===== src/sv/ogp_pkg.sv =====
// Shared types, codes and helpers of the occupancy grid projection block
package ogp_pkg;

  localparam int COORD_W = 10;
  localparam int VAL_W   = 16;
  localparam int SIDE_W  = 8;
  localparam int IDX_W   = 3;
  localparam int STATE_W = 8;

  typedef enum logic [1:0] {
    OP_CLEAR  = 2'd0,
    OP_VOXEL  = 2'd1,
    OP_SQUARE = 2'd2,
    OP_READ   = 2'd3
  } op_t;

  typedef enum logic [1:0] {
    CELL_UNKNOWN  = 2'd0,
    CELL_FREE     = 2'd1,
    CELL_OCCUPIED = 2'd2
  } cell_t;

  typedef enum logic [IDX_W-1:0] {
    REG_OCC_TH   = 3'd0,
    REG_FREE_TH  = 3'd1,
    REG_FLOOR    = 3'd2,
    REG_CEILING  = 3'd3,
    REG_MAX_SIDE = 3'd4
  } reg_idx_t;

  localparam logic signed [STATE_W-1:0] CODE_UNKNOWN  = -8'sd1;
  localparam logic signed [STATE_W-1:0] CODE_FREE     = 8'sd0;
  localparam logic signed [STATE_W-1:0] CODE_OCCUPIED = 8'sd100;

  typedef struct packed {
    logic signed [VAL_W-1:0] occ_th;
    logic signed [VAL_W-1:0] free_th;
    logic signed [VAL_W-1:0] floor_mm;
    logic signed [VAL_W-1:0] ceiling_mm;
    logic [SIDE_W-1:0]       max_side;
  } cfg_t;

  typedef struct packed {
    logic load;
    logic rd_in;
    logic rd_sq;
    logic clr_wr;
    logic vox_wr;
    logic sq_wr;
    logic sq_adv;
    logic emit;
  } cmd_t;

  typedef struct packed {
    logic clr_last;
    logic sq_go;
    logic sq_last;
  } sts_t;

  function automatic logic signed [STATE_W-1:0] cell_code(input logic [1:0] c);
    logic signed [STATE_W-1:0] r;
    r = CODE_UNKNOWN;
    if (c == CELL_OCCUPIED) r = CODE_OCCUPIED;
    else if (c == CELL_FREE) r = CODE_FREE;
    return r;
  endfunction

endpackage


===== src/sv/ogp_cfg.sv =====
// Configuration register file of the occupancy grid projection block
module ogp_cfg (
  input  logic                         clk,
  input  logic                         rst_n,
  input  logic                         cfg_valid,
  output logic                         cfg_ready,
  input  logic [ogp_pkg::IDX_W-1:0]    cfg_index,
  input  logic [ogp_pkg::VAL_W-1:0]    cfg_data,
  output ogp_pkg::cfg_t                cfg
);

  ogp_pkg::cfg_t cfg_r, cfg_nxt;

  assign cfg_ready = 1'b1;
  assign cfg       = cfg_r;

  always_comb begin
    cfg_nxt = cfg_r;
    if (cfg_valid) begin
      unique case (cfg_index)
        ogp_pkg::REG_OCC_TH:   cfg_nxt.occ_th     = cfg_data;
        ogp_pkg::REG_FREE_TH:  cfg_nxt.free_th    = cfg_data;
        ogp_pkg::REG_FLOOR:    cfg_nxt.floor_mm   = cfg_data;
        ogp_pkg::REG_CEILING:  cfg_nxt.ceiling_mm = cfg_data;
        ogp_pkg::REG_MAX_SIDE: cfg_nxt.max_side   = cfg_data[ogp_pkg::SIDE_W-1:0];
        default: ;
      endcase
    end
  end

  always_ff @(posedge clk) begin
    if (!rst_n) begin
      cfg_r.occ_th     <= 16'sd128;
      cfg_r.free_th    <= -16'sd128;
      cfg_r.floor_mm   <= -16'sd1000;
      cfg_r.ceiling_mm <= 16'sd2000;
      cfg_r.max_side   <= 8'd64;
    end else begin
      cfg_r <= cfg_nxt;
    end
  end

endmodule


===== config.mk =====
export PLATFORM = sky130hd
export DESIGN_NAME = ogp_cfg
export DESIGN_NICKNAME = d
export VERILOG_FILES = /design/src/sv/ogp_pkg.sv /design/src/sv/ogp_cfg.sv
export SDC_FILE = /design/constraint.sdc
export NUM_CORES = 1
export LEC_CHECK = 0
export BUFFER_PORTS_ARGS = -buffer_cell sky130_fd_sc_hd__buf_2
export CORE_UTILIZATION = 46
export CTS_CLUSTER_DIAMETER = 100
export DETAILED_ROUTE_END_ITERATION = 10
export PLACE_DENSITY = 0.85
export SLEW_MARGIN = 10
export SYNTH_ARGS = -nofsm -noshare
export SYNTH_HDL_FRONTEND = slang
export SYNTH_SLANG_ARGS = --single-unit

===== constraint.sdc =====
create_clock -name clk -period 1.5 [get_ports clk]
set_clock_uncertainty 0.05 [all_clocks]
set_input_delay 0.225 -clock clk [delete_from_list [all_inputs] [get_ports clk]]
set_output_delay 0.225 -clock clk [all_outputs]
set_load 0.02 [all_outputs]

==> out/results.ini <==
[run_status]
run_status = finished clean

[critical_path]
worst_path_max_delay_cell = dfxtp_1
crit_type = reg -> out
end_kind = output pin
crit_required_ns = 1.22
cp.arrival_ns = 0.88
cp_max_fo = 2
startpoint = cfg[39]
critical_path.max_stage_delay_ns = 0.36
regToRegStartpoint = cfg[39]
start_kind = register
crit_family = flip-flops
path_cells = buf_2
path_buf_inv = 1

[routing]
routed_wirelength_mm = 6.332
drtIter0Drc = 66
drcViolationCount = 0
vias_per_cell = 4.902
vias = 2191
wl_per_cell_um = 14.17
ant_nets = 0
dr.pass1.iters = 5

[timing]
rsz0062_at_grt = false
max_freq_mhz = 865.4
hold_violations = 0
finalSetupViolCount = 0
holdWs_ns = 0.1201
maxSlewViolCount = 0
layout_min_cycle_time_ns = 1.156
fin_crit_sh_pct = 77.04
fin_setup_tns_ns = 0

[synth]
synth_area_um2 = 2803
synth-simple-area-share_pct = 19.29
synth_top_area_share_pct = 51.43
synth_edf_count = 0
synth-compound-area-share_pct = 0
ys_warn_count = 0
synth-main-ff-cell = dfxtp_1
synthArstFlopShare_pct = 0
yosys-top-cells-area = dfxtp_1, mux2i_1, nand2_1, nor2b_1, buf_2
synth_fp_nets = 295
synth_mux_area_share_pct = 25.71
syn_inst = 273
synth-seq-area-share_pct = 51.43
synth_cell_types = 15
syn_avg_cell_area_um2 = 10.27
synth-seq-cells = 72
synth_adder_area_share_pct = 0
yosysTopAreaCell = dfxtp_1
synthXorXnorAreaFrac_pct = 0
synth_common_cells = dfxtp_1, mux2i_1, nand2_1, nor2b_1, clkbuf_1
synth_top_family_by_area = multiplexers

[cts]
hold_buffers = 0
post-cts-setup-buffers = 0
cts.clk_slew.worst_paths_ns = 0.08
cts.htree.levels = 3
clockBufferDepth = 2
cts_tree = done
cts-root-buf = clkbuf_8
clk_latency_ns = 0.34
cts_resized = 0
clock_sinks = 72
cts_made_buffers = 9

[floorplan]
dieHeight_um = 80.06
num_rows = 28
fp.dieW_um = 80.06
core_um2 = 5886
die_area_um2 = 6409
start_util_pct = 47.62
ios = 95

[global_route]
grt_max_degree = 62
first_global_vias = 2048
antenna_found_initial = 0
grt_overflow_total = 0
grt_first_pass_wirelength_mm = 9.853
track_usage_pct = 20.80

[power]
p_leak_uw = 0.001789
powerDensity_nw_per_um2 = 1145
peakVddDrop_v = 0.0007419

[layout]
fin_nets = 389
syn_to_final_growth_pct = 29.73
final_layout_size_suffix_gt1_share_pct = 32.53
antenna_cells = 0
largest_reg_flops = 72

[placement]
dp_hpwl_mm = 4.401
gp_congestion = 0.7674
port_buffers = 93

[worst_hold_path]
holdCritPathClass = in -> reg
worstHoldStart = cfg_data[4]

[run]
cap_viol_max_count = 0

==> power by group <==
part	total (uW)	switching (uW)	internal [uW]
clock network	1850	737	1120
logic	336	200	136
registers	1970	21.2	1950
==> layout by cell type, fill, tap and decap left out, drive strengths merged <==
cell	count
and4bb	1
clkbuf	10
dfxtp	72
conb	1
nor2b	37
clkinv	2
nand4b	1
buf	104
nand4bb	2
or4b	1
inv	1
nand2	63
mux2i	72
nor4b	1
nor4bb	1
bufinv	3
==> worst paths after layout <==
kind              to  slack (ns)  cells after the start
max reg2reg  cfg[39]        0.77                      2
min          cfg[12]        0.12                      3
min reg2reg  cfg[70]        0.41                      2
max          cfg[39]        0.34                      1
==> worst reg2reg max path: cells and delay by family, from the launching register on <==
family / cells / cell delay [ns]
flip-flops: 1 / 0.33
multiplexers: 1 / 0.09
AND/OR/NAND/NOR: 1 / 0.15
==> metrics by stage <==
step           std cells  power, uW  instance area, um2  util [%]  worst slack (ns)
2_1_floorplan        273       2224                2803         -            0.2770
3_3_place_gp         431       2343                3392     57.63           0.09469
3_5_place_dp         431       2354                3392     57.63           0.07394
4_1_cts              447       4188                3636     61.78            0.3436
5_1_grt              447       4301                3636     61.78            0.3183
6_report             447       4164                3636     61.78            0.3444
==> area by class of cell <==
cell class	instances	area (um2)
clock buffers	10	127.6
fillers	498	2250
multi-input cells	180	1271
repair buffers	104	585.6
clock inverters	6	116.4
well taps	75	93.84
flip-flops and latches	72	1441
==> routing by layer <==
| metal | up-vias | GRT usage [%] | routed length [um] |
|---|---|---|---|
| met5 | - | 0 | 0 |
| met1 | 1035 | 25.05 | 2789 |
| met2 | 64 | 34.53 | 3119 |
| li1 | 1081 | - | - |
| met4 | 0 | 10.71 | 133 |
| met3 | 11 | 4.773 | 290 |
==> kinds of logic after synthesis <==
| kind of cell | count (synthesis) |
|---|---|
| muxes | 72 |
| other | 1 |
| DFF | 72 |
| buffers and inverters | 21 |
| and+or+nand+nor | 107 |
No activity file was read; power rests on OpenSTA's default activity.
