`src/sv/ogp_pkg.sv`:
```
// Shared types, codes and helpers of the occupancy grid projection block
package ogp_pkg;

  localparam int COORD_W = 10;
  localparam int VAL_W   = 16;
  localparam int SIDE_W  = 8;
  localparam int IDX_W   = 3;
  localparam int STATE_W = 8;

  typedef enum logic [1:0] {
    OP_CLEAR  = 2'd0,
    OP_VOXEL  = 2'd1,
    OP_SQUARE = 2'd2,
    OP_READ   = 2'd3
  } op_t;

  typedef enum logic [1:0] {
    CELL_UNKNOWN  = 2'd0,
    CELL_FREE     = 2'd1,
    CELL_OCCUPIED = 2'd2
  } cell_t;

  typedef enum logic [IDX_W-1:0] {
    REG_OCC_TH   = 3'd0,
    REG_FREE_TH  = 3'd1,
    REG_FLOOR    = 3'd2,
    REG_CEILING  = 3'd3,
    REG_MAX_SIDE = 3'd4
  } reg_idx_t;

  localparam logic signed [STATE_W-1:0] CODE_UNKNOWN  = -8'sd1;
  localparam logic signed [STATE_W-1:0] CODE_FREE     = 8'sd0;
  localparam logic signed [STATE_W-1:0] CODE_OCCUPIED = 8'sd100;

  typedef struct packed {
    logic signed [VAL_W-1:0] occ_th;
    logic signed [VAL_W-1:0] free_th;
    logic signed [VAL_W-1:0] floor_mm;
    logic signed [VAL_W-1:0] ceiling_mm;
    logic [SIDE_W-1:0]       max_side;
  } cfg_t;

  typedef struct packed {
    logic load;
    logic rd_in;
    logic rd_sq;
    logic clr_wr;
    logic vox_wr;
    logic sq_wr;
    logic sq_adv;
    logic emit;
  } cmd_t;

  typedef struct packed {
    logic clr_last;
    logic sq_go;
    logic sq_last;
  } sts_t;

  function automatic logic signed [STATE_W-1:0] cell_code(input logic [1:0] c);
    logic signed [STATE_W-1:0] r;
    r = CODE_UNKNOWN;
    if (c == CELL_OCCUPIED) r = CODE_OCCUPIED;
    else if (c == CELL_FREE) r = CODE_FREE;
    return r;
  endfunction

endpackage

```
`src/sv/ogp_ctrl.sv`:
```
// Sequencing state machine of the occupancy grid projection block
module ogp_ctrl (
  input  logic                 clk,
  input  logic                 rst_n,
  input  logic                 start,
  input  logic [1:0]           in_op,
  input  ogp_pkg::sts_t        sts,
  output logic                 busy,
  output ogp_pkg::cmd_t        cmd
);

  typedef enum logic [5:0] {
    S_CLEAR  = 6'b000001,
    S_IDLE   = 6'b000010,
    S_VOX    = 6'b000100,
    S_SQ_RD  = 6'b001000,
    S_SQ_WR  = 6'b010000,
    S_READ   = 6'b100000
  } state_t;

  state_t state_r, state_nxt;

  assign busy = (state_r != S_IDLE);

  always_comb begin
    state_nxt = state_r;
    cmd       = '0;
    unique case (state_r)
      S_IDLE: begin
        if (start) begin
          cmd.load  = 1'b1;
          cmd.rd_in = 1'b1;
          unique case (in_op)
            ogp_pkg::OP_CLEAR:  state_nxt = S_CLEAR;
            ogp_pkg::OP_VOXEL:  state_nxt = S_VOX;
            ogp_pkg::OP_SQUARE: state_nxt = S_SQ_RD;
            ogp_pkg::OP_READ:   state_nxt = S_READ;
            default:            state_nxt = S_IDLE;
          endcase
        end
      end
      S_CLEAR: begin
        cmd.clr_wr = 1'b1;
        if (sts.clr_last) state_nxt = S_IDLE;
      end
      S_VOX: begin
        cmd.vox_wr = 1'b1;
        state_nxt  = S_IDLE;
      end
      S_SQ_RD: begin
        if (sts.sq_go) begin
          cmd.rd_sq = 1'b1;
          state_nxt = S_SQ_WR;
        end else begin
          state_nxt = S_IDLE;
        end
      end
      S_SQ_WR: begin
        cmd.sq_wr  = 1'b1;
        cmd.sq_adv = 1'b1;
        state_nxt  = sts.sq_last ? S_IDLE : S_SQ_RD;
      end
      S_READ: begin
        cmd.emit  = 1'b1;
        state_nxt = S_IDLE;
      end
      default: state_nxt = S_IDLE;
    endcase
  end

  always_ff @(posedge clk) begin
    if (!rst_n) begin
      state_r <= S_CLEAR;
    end else begin
      state_r <= state_nxt;
    end
  end

endmodule

```
`config.mk`:
```
export PLATFORM = sky130hd
export DESIGN_NAME = ogp_ctrl
export DESIGN_NICKNAME = d
export VERILOG_FILES = /design/src/sv/ogp_pkg.sv /design/src/sv/ogp_ctrl.sv
export SDC_FILE = /design/constraint.sdc
export NUM_CORES = 1
export LEC_CHECK = 0
export BUFFER_PORTS_ARGS = -buffer_cell sky130_fd_sc_hd__buf_2
export CAP_MARGIN = 25
export CORE_AREA = 2 2 39 41
export CTS_BUF_LIST = sky130_fd_sc_hd__clkbuf_2
export DETAILED_ROUTE_END_ITERATION = 6
export DIE_AREA = 0 0 41 43
export PLACE_DENSITY = 0.6
export SLEW_MARGIN = 40
export SYNTH_ARGS = -nofsm -noshare
export SYNTH_HDL_FRONTEND = slang
export SYNTH_SLANG_ARGS = --single-unit
```
`constraint.sdc`:
```
create_clock -name clk -period 1.95 [get_ports clk]
set_input_delay 0.2925 -clock clk [delete_from_list [all_inputs] [get_ports clk]]
set_output_delay 0.2925 -clock clk [all_outputs]
set_load 0.005 [all_outputs]
```
==> qor.txt, run 1 <==
Yosys reg bits: 6
Register-to-register setup slack: 0.41 ns
Initial drt markers: 8
Setup Fix Bufs, Post-CTS: 0
First-pass GRT wire length: 1.25 mm
Worst-Margin Slew: 0.394 ns
Delay-heaviest family, CP: simple AND/OR/NAND/NOR gates
Vias in the first global route: 327
Ys async rst share: 0
Initial antenna violation count: 0
Total number of vias: 374
CP required: 1.66 ns
Most numerous cell in the Yosys netlist: dfxtp_1
Final Cycle Share: 0.949
Max-Cap Viols: 0
Finished Cell Area: 463 µm²
Slew HR: 0.735
Crit Path Class: flop to output port
Post-CTS Resized: 0
WHS Path Cells: 2
Clk slew on worst S/H paths: 0.06 ns
Initial Utilization: 0.257
Detailed-route DRC error count: 0
Cell taking the most area after synthesis: dfxtp_1
Most flops, register: state_r
Number of library cell types mapped by synthesis: 27
Worst path bufs/invs: 1
GPL Wtd Cong: 0.777
Final setup fails: 0
Final wirelength: 846 µm
Hold violation count in the final report: 0
Die Y: 43 µm
Fmax: 540 MHz
Maximum fanout along the worst path: 5
Site row count: 14
Mapped Nets: 47
Minimum clock period: 1.85 ns
Die W: 41 µm
Critical Path, Cell by Cell: or4_4 -> nor3_1 -> buf_2
Ranking of synthesized cells by area: dfxtp_1 (34%), or4_4 (6.3%), buf_4 (4.2%)
Area Growth Syn to Fin: 30.3%
CORE AREA: 1380 µm²
Clk_lat worst skew: 0.24 ns
Syn_area_per_cell: 9.11 µm²
Share of layout cells above drive strength 1: 0.421
Clock root cell: clkbuf_2
Slowest stage cell, crit path: or4_4
Power Dens Cells: 591 nW/µm²
Wire per inst: 11.6 µm
IO buf count: 16
Crit. End Element: output port
Clk_skew: 0.00280 ns
Routed Antenna Nets: 0
Crit start category: flop
Final net count: 67
Diode count: 0
Hold crit path type: input pin to flop
Post-synth EDFFs: 0
H-Tree Depth: 1
# fillers: 152
Placed instance count: 70
Num CTS Buffers: 3
Ports: 17
Netlist Area Pre-Place: 355 µm²
Clk sinks: 6
Hold endpoint: state_r[2]
Total congestion overflow: 0
Drt pass-1 iters: 4
Max incr delay on CP: 0.56 ns
Layout Cells excl Fill: 73
Max reg flops: 6
Reg2Reg Capture Point: state_r[3]
Worst EP arrival: 1.56 ns
Largest regs: state_r (6)
Post-DP Area: 448 µm²
Slew Viols, Final: 0
Clock Path Buffers: 2
Post-synthesis cell count: 39
Reg-to-reg startpoint: state_r[5]
Gr usage total: 0.113
Post-CTS Hold Buffers: 0
Die ar.: 1760 µm²
Post-synth top area share: 0.338
Worst Reg-to-Reg Cells: 3
Lkg Pwr: 0.211 nW
Yosys Warn Count: 0
Setup_tns: 0 ns
CTS tree: done
Outcome: complete, no violations
Vias per cell: 5.12
Post-synth top flop: dfxtp_1
Worst IR Drop VDD: 133 µV
Seq/Total Area, Yosys: 0.338
Final HPWL from detailed placement: 658 µm
Largest net degree at the start of global routing: 8
RSZ-0062 raised after global routing: no
Hold path startpoint: in_op[1]
[per-layer routing]
metal  GRT usage  wire length [µm]  vias up  part of all wire
met5           0                 0        -                 0
met4       0.140                44        0             0.052
met3      0.0157                74        5             0.087
met2       0.169               384       21              0.45
met1       0.110               341      160              0.40
li1            -                 -      188                 -
[where the power goes]
group / internal, mW / switching (mW) / total (mW)
logic: 0.0253 / 0.0241 / 0.0493
clock network: 0.0417 / 0.0509 / 0.0926
registers: 0.127 / 0.00472 / 0.131
total: 0.194 / 0.0797 / 0.273
[final cells by class]
class	count	area (µm²)	share of cell area
clock buffers	3	15.0	0.0324
inverters	1	3.75	0.00811
multi-input cells	30	216	0.468
flip-flops and latches	6	120	0.259
well taps	16	20.0	0.0432
repair buffers	17	87.6	0.189
[metrics by stage]
step	power [mW]	util	hold slack (ns)	setup WS, ns
finish	0.273	0.335	0.260	0.0987
global route	0.286	0.335	0.270	0.0314
CTS	0.275	0.335	0.258	0.0947
detailed placement	0.183	0.324	0.509	0.364
global placement	0.183	0.324	0.510	0.332
floorplan	0.162	-	0.369	0.422
[worst max path at each step]
| stage | startpoint | end | slack (ns) | cells after the start |
|---|---|---|---|---|
| finish | state_r[5] | cmd[5] | 0.1 | 3 |
| global route | state_r[5] | cmd[5] | 0.03 | 3 |
| CTS | state_r[5] | cmd[5] | 0.09 | 3 |
| detailed placement | state_r[5] | cmd[5] | 0.36 | 3 |
| global placement | state_r[5] | cmd[5] | 0.33 | 3 |
| floorplan | state_r[5] | cmd[7] | 0.42 | 4 |
[kinds of logic (layout without fill, tap and decap cells)]
logic type | after synthesis | after routing | share of synthesized area
buffers and inverters | 3 | 21 | 0.0528
AO/OA/AOI/OAI | 7 | 7 | 0.162
AND/OR/NAND/NOR | 22 | 22 | 0.423
XOR/XNOR | 1 | 1 | 0.0247
flip-flops | 6 | 6 | 0.338
[cell usage in the layout (no fill, tap or decap)]
cell      count
nand3b_1      1
xor2_1        1
nor2b_1       1
nand3_1       1
o21a_1        1
buf_4         1
nor3b_1       1
a211oi_2      1
and4_1        1
a32oi_1       1
and3b_1       1
inv_1         1
nor3_1        1
or4_4         2
nand2b_1      2
or3_1         1
clkbuf_2      3
nand4b_1      1
nand2_1       2
nor4_1        2
nor4b_1       1
or3b_2        1
buf_2        16
and2_1        1
o31ai_1       2
a21oi_1       1
o31a_1        1
dfxtp_1       6
nor2_1        2
(Power assumes the default switching activity.)
==> run 2: changes to the inputs <==
--- a/config.mk
+++ b/config.mk
@@ -5,13 +5,13 @@
 export SDC_FILE = /design/constraint.sdc
 export NUM_CORES = 1
 export LEC_CHECK = 0
-export BUFFER_PORTS_ARGS = -buffer_cell sky130_fd_sc_hd__buf_2
 export CAP_MARGIN = 25
 export CORE_AREA = 2 2 39 41
 export CTS_BUF_LIST = sky130_fd_sc_hd__clkbuf_2
 export DETAILED_ROUTE_END_ITERATION = 6
 export DIE_AREA = 0 0 41 43
-export PLACE_DENSITY = 0.6
+export DONT_BUFFER_PORTS = 1
+export PLACE_DENSITY = 0.49
 export SLEW_MARGIN = 40
 export SYNTH_ARGS = -nofsm -noshare
 export SYNTH_HDL_FRONTEND = slang
==> run 2 against run 1 <==
Against the previous run:
- first-iteration DRC count increased by 13%
- combinational power decreased by 28%
- non-clock buffer count decreased by 16
- clock-buffer cell count unchanged
- sequential share of layout area increased by 5.4 points
- power decreased by 8.6%
- flip-flop and latch count unchanged
- worst setup slack improved by 0.15 ns
- clock power decreased by 10%
- maximum frequency increased by 9.0%
- critical path type unchanged
==> qor.txt, run 2 (synthesis results as in run 1) <==
Outcome: complete, no violations
Area Growth Syn to Fin: 7.75%
Share of layout cells above drive strength 1: 0.195
Power Dens Cells: 653 nW/µm²
WHS Path Cells: 1
Final setup fails: 0
Clk_lat worst skew: 0.21 ns
IO buf count: 0
Clk slew on worst S/H paths: 0.05 ns
Initial antenna violation count: 0
Reg2Reg Capture Point: state_r[2]
Detailed-route DRC error count: 0
Routed Antenna Nets: 0
Final HPWL from detailed placement: 615 µm
Ports: 17
Most frequent cells in the layout: dfxtp_1 (6), clkbuf_2 (3)
Worst-Margin Slew: 0.466 ns
Multi-input logic area: 216 µm²
Final Util: 0.277
Most common cell after layout, fill and taps aside: dfxtp_1
Clk_skew: 0.00247 ns
Diode count: 0
Delay-heaviest family, CP: simple AND/OR/NAND/NOR gates
Final Cycle Share: 0.871
P_int: 0.185 mW
Clock Path Buffers: 2
Setup Fix Bufs, Post-CTS: 0
Vias in the first global route: 284
Hold endpoint: state_r[2]
Sequential share of power: 0.526
GPL Wtd Cong: 0.653
Max incr delay on CP: 0.56 ns
Num CTS Buffers: 3
Critical Path, Cell by Cell: or4_4 -> nor3_1
Register-to-register setup slack: 0.37 ns
Site row count: 14
Initial Utilization: 0.257
Die ar.: 1760 µm²
CP required: 1.66 ns
Vias per cell: 5.58
Final net count: 51
First-pass GRT wire length: 1.12 mm
Initial drt markers: 9
Lkg Pwr: 0.137 nW
Die W: 41 µm
Final wirelength: 753 µm
Switching power of the nets: 0.0645 mW
Worst IR Drop VDD: 182 µV
Hold path startpoint: in_op[1]
Largest net degree at the start of global routing: 8
Crit. End Element: output port
Worst EP arrival: 1.41 ns
Clk sinks: 6
H-Tree Depth: 1
Largest regs: state_r (6)
Total congestion overflow: 0
# fillers: 153
Max reg flops: 6
Most flops, register: state_r
Wire per inst: 13.2 µm
Post-CTS Hold Buffers: 0
CORE AREA: 1380 µm²
Max-Cap Viols: 0
Clock root cell: clkbuf_2
Clock power share: 0.332
Worst hold slack: 0.151 ns
Crit start category: flop
Hold violation count in the final report: 0
Slowest stage cell, crit path: or4_4
Minimum clock period: 1.70 ns
Gr usage total: 0.0985
CTS tree: done
Maximum fanout along the worst path: 5
Reg-to-reg startpoint: state_r[1]
Worst Reg-to-Reg Cells: 3
Total number of vias: 318
Post-CTS Resized: 0
Switching share of power: 0.258
Die Y: 43 µm
Drt pass-1 iters: 4
Worst path bufs/invs: 0
Setup_tns: 0 ns
Register Area: 120 µm²
Fmax: 589 MHz
Crit Path Class: flop to output port
Slew HR: 0.687
RSZ-0062 raised after global routing: no
Hold crit path type: input pin to flop
Slew Viols, Final: 0
Combinational share of power: 0.142
run 2: changes by cell type in the layout (fill, tap and decap cells not counted), sizes merged:
cell  change
buf      -16
run 2: layer usage:
metal	global-route usage	vias to the layer above	part of all wire
li1	-	155	-
met1	0.0968	148	0.40
met2	0.150	13	0.48
met3	0.0105	2	0.097
met4	0.120	0	0.029
met5	0	-	0
run 2: worst reg2reg max path, cell delays in order, from the launching register on:
cell	delay [ns]
dfxtp_1	0.33
or4_4	0.56
o31ai_1	0.45
nor4b_1	0.10
run 2: cell type report:
type / instances / area share
multi-input combinational: 30 / 0.565
clock buffer: 3 / 0.0392
sequential: 6 / 0.314
tap: 16 / 0.0523
inverter: 1 / 0.00980
timing repair buffer: 1 / 0.0196
run 2: worst max-delay path by stage:
stage	from	endpoint	slack [ns]	cells past startpoint
after global routing	state_r[5]	cmd[5]	0.16	2
after floorplan	state_r[5]	cmd[7]	0.42	4
after detailed placement	state_r[1]	state_r[2]	0.38	3
after CTS	state_r[5]	cmd[5]	0.24	2
final	state_r[5]	cmd[5]	0.25	2
after global placement	state_r[1]	state_r[2]	0.36	3
run 2: power groups by stage:
stage               clock (mW)  combinational (mW)  sequential, mW
global placement             0              0.0358           0.134
CTS                     0.0840              0.0359           0.132
floorplan                    0              0.0291           0.133
finish                  0.0830              0.0354           0.131
detailed placement           0              0.0358           0.134
global route            0.0927              0.0392           0.133
run 2: stage by stage:
stage	power [mW]	std cells	worst slack [ns]	cell area [µm²]
after floorplan	0.162	39	0.422	355
after global placement	0.170	54	0.365	368
after detailed placement	0.170	54	0.381	368
after CTS	0.251	57	0.240	383
after global routing	0.264	57	0.156	383
final	0.250	57	0.252	383
==> run 3: changes to the inputs <==
--- a/config.mk
+++ b/config.mk
@@ -5,13 +5,13 @@
 export SDC_FILE = /design/constraint.sdc
 export NUM_CORES = 1
 export LEC_CHECK = 0
-export CAP_MARGIN = 25
+export ABC_AREA = 1
 export CORE_AREA = 2 2 39 41
 export CTS_BUF_LIST = sky130_fd_sc_hd__clkbuf_2
 export DETAILED_ROUTE_END_ITERATION = 6
 export DIE_AREA = 0 0 41 43
 export DONT_BUFFER_PORTS = 1
-export PLACE_DENSITY = 0.49
+export PLACE_DENSITY = 0.54
 export SLEW_MARGIN = 40
 export SYNTH_ARGS = -nofsm -noshare
 export SYNTH_HDL_FRONTEND = slang
==> run 3 against run 2 <==
Against the previous run:
- non-clock buffer count fell by 1
- largest cell class unchanged
- synthesized cell count rose by 51%
- hold slack improved by 0.059 ns
- global-route usage rose by 1.4 points
- sequential share of layout area fell by 3.9 points
- critical path depth rose by 1
- power rose by 4.6%
- design area rose by 14%
- clock power fell by 2%
- worst setup slack improved by 0.28 ns
- flip-flop and latch count did not move
- largest power group unchanged
- utilization rose by 3.9 points
==> qor.txt, run 3 <==
Max reg flops: 6
Fmax: 707 MHz
Clk sinks: 6
Post-CTS Resized: 0
Clock Path Buffers: 2
Ports: 17
Most flops, register: state_r
Cell taking the most area after synthesis: dfxtp_1
Area Growth Syn to Fin: 4.80%
Ranking of synthesized cells by area: dfxtp_1 (29%), inv_1 (9.0%), nor2_4 (8.1%)
Gr usage total: 0.112
Crit. End Element: output port
Most frequent cells in the layout: inv_1 (10), nor2_1 (8), nand2_1 (8)
Post-CTS Hold Buffers: 0
CORE AREA: 1380 µm²
Initial Utilization: 0.301
Ys async rst share: 0
Power Dens Cells: 599 nW/µm²
Vias per cell: 4.75
Detailed-route DRC error count: 0
Yosys reg bits: 6
Crit Path Class: flop to output port
Max-Cap Viols: 0
Combinational share of power: 0.177
Routed Antenna Nets: 0
Global-route met3 utilization: 0.0314
Largest net degree at the start of global routing: 7
Setup_tns: 0 ns
Hold violation count in the final report: 0
CP required: 1.66 ns
Setup Fix Bufs, Post-CTS: 0
Yosys Warn Count: 0
H-Tree Depth: 1
Met1 usage: 0.138
Syn_area_per_cell: 7.06 µm²
Slew Viols, Final: 0
Final Util: 0.316
Clock root cell: clkbuf_2
Final wirelength: 797 µm
Met2 Use GR: 0.150
Die ar.: 1760 µm²
Post-synth top cells: inv_1 (10), nand2_1 (8), nor2_1 (8)
Vias in the first global route: 315
Maximum fanout along the worst path: 6
Sequential share of power: 0.510
Final Cycle Share: 0.726
Clk_lat worst skew: 0.21 ns
Worst IR Drop VDD: 175 µV
Most numerous cell in the Yosys netlist: inv_1
Clk_skew: 0.00644 ns
Switching power of the nets: 0.0769 mW
Wire per inst: 10.5 µm
Hold crit path type: input pin to flop
Switching share of power: 0.294
Seq/Total Area, Yosys: 0.288
Initial antenna violation count: 0
RSZ-0062 raised after global routing: no
Mapped Nets: 67
Post-synth EDFFs: 0
Total congestion overflow: 0
CTS tree: done
Clk slew on worst S/H paths: 0.06 ns
IO buf count: 0
Die W: 41 µm
Diode count: 0
Post-synthesis cell count: 59
Post-synth top area share: 0.288
Clock power share: 0.313
Drt pass-1 iters: 4
Post-synth top flop: dfxtp_1
Number of library cell types mapped by synthesis: 17
Num CTS Buffers: 3
Share of layout cells above drive strength 1: 0.267
First-pass GRT wire length: 1.28 mm
Crit start category: flop
Largest regs: state_r (6)
Most common cell after layout, fill and taps aside: inv_1
Final HPWL from detailed placement: 670 µm
Die Y: 43 µm
Slew HR: 0.844
Worst EP arrival: 1.12 ns
GR peak layer: met2
Total number of vias: 361
Worst hold slack: 0.210 ns
Lkg Pwr: 0.189 nW
GPL Wtd Cong: 0.702
Worst-Margin Slew: 0.233 ns
Outcome: complete, no violations
P_int: 0.185 mW
Minimum clock period: 1.42 ns
# fillers: 153
Initial drt markers: 13
Final setup fails: 0
Netlist Area Pre-Place: 417 µm²
Final net count: 70
Site row count: 14
## run 3: cell types whose count changed in the layout (fill, tap and decap cells not counted), sizes merged, moves of 2 or more
cell | before | now
or4 | 2 | 0
nor2 | 2 | 14
nand3 | 1 | 3
o31ai | 2 | 0
nand4 | 0 | 3
nor4 | 2 | 0
nand2 | 2 | 10
nand2b | 2 | 0
inv | 1 | 10
nor3 | 1 | 7
## run 3: cell families (layout without fill, tap and decap cells)
family | Yosys count | count (layout) | synth area share
compound gates | 2 | 2 | 0.0390
buf+inv | 12 | 13 | 0.126
flops | 6 | 6 | 0.288
simple gates | 39 | 39 | 0.547
## run 3: area by class of cell
cell class,instances,area (µm²),area share
well taps,16,20.0,0.0458
clock buffers,3,15.0,0.0344
flip-flops and latches,6,120,0.275
inverters,10,37.5,0.0860
multi-input cells,41,244,0.559
## run 3: final timing paths
check | depth (start not counted) | to | start | slack (ns)
worst min-delay path | 2 | state_r[2] | in_op[0] | 0.21
worst max register to register | 7 | state_r[1] | state_r[0] | 0.82
worst min register to register | 4 | state_r[4] | state_r[3] | 0.66
worst max-delay path | 3 | cmd[6] | state_r[2] | 0.53
## run 3: power groups by stage
stage / combinational, mW / clock [mW] / sequential [mW]
after floorplan: 0.0413 / 0 / 0.135
after global placement: 0.0476 / 0 / 0.135
after detailed placement: 0.0474 / 0 / 0.136
after CTS: 0.0475 / 0.0895 / 0.133
after global routing: 0.0533 / 0.0978 / 0.134
final: 0.0463 / 0.0817 / 0.133
## run 3: through the flow
stage	power, mW	worst slack, ns	std cells	cell area (µm²)
6_report	0.261	0.535	76	437
5_1_grt	0.285	0.414	76	437
4_1_cts	0.270	0.495	76	437
3_5_place_dp	0.183	0.743	73	422
3_3_place_gp	0.183	0.759	73	422
2_1_floorplan	0.176	0.744	59	417
## run 3: layer usage
layer / vias to the layer above / part of all wire
met4: 0 / 0
met3: 0 / 0.070
met2: 11 / 0.47
li1: 189 / -
met1: 161 / 0.46
met5: - / 0
## run 3: worst max-delay path: stages (launching register included)
cell and delay [ns]:
dfxtp_1 0.34, nor2_4 0.18, nand3_2 0.17, nor2_1 0.22
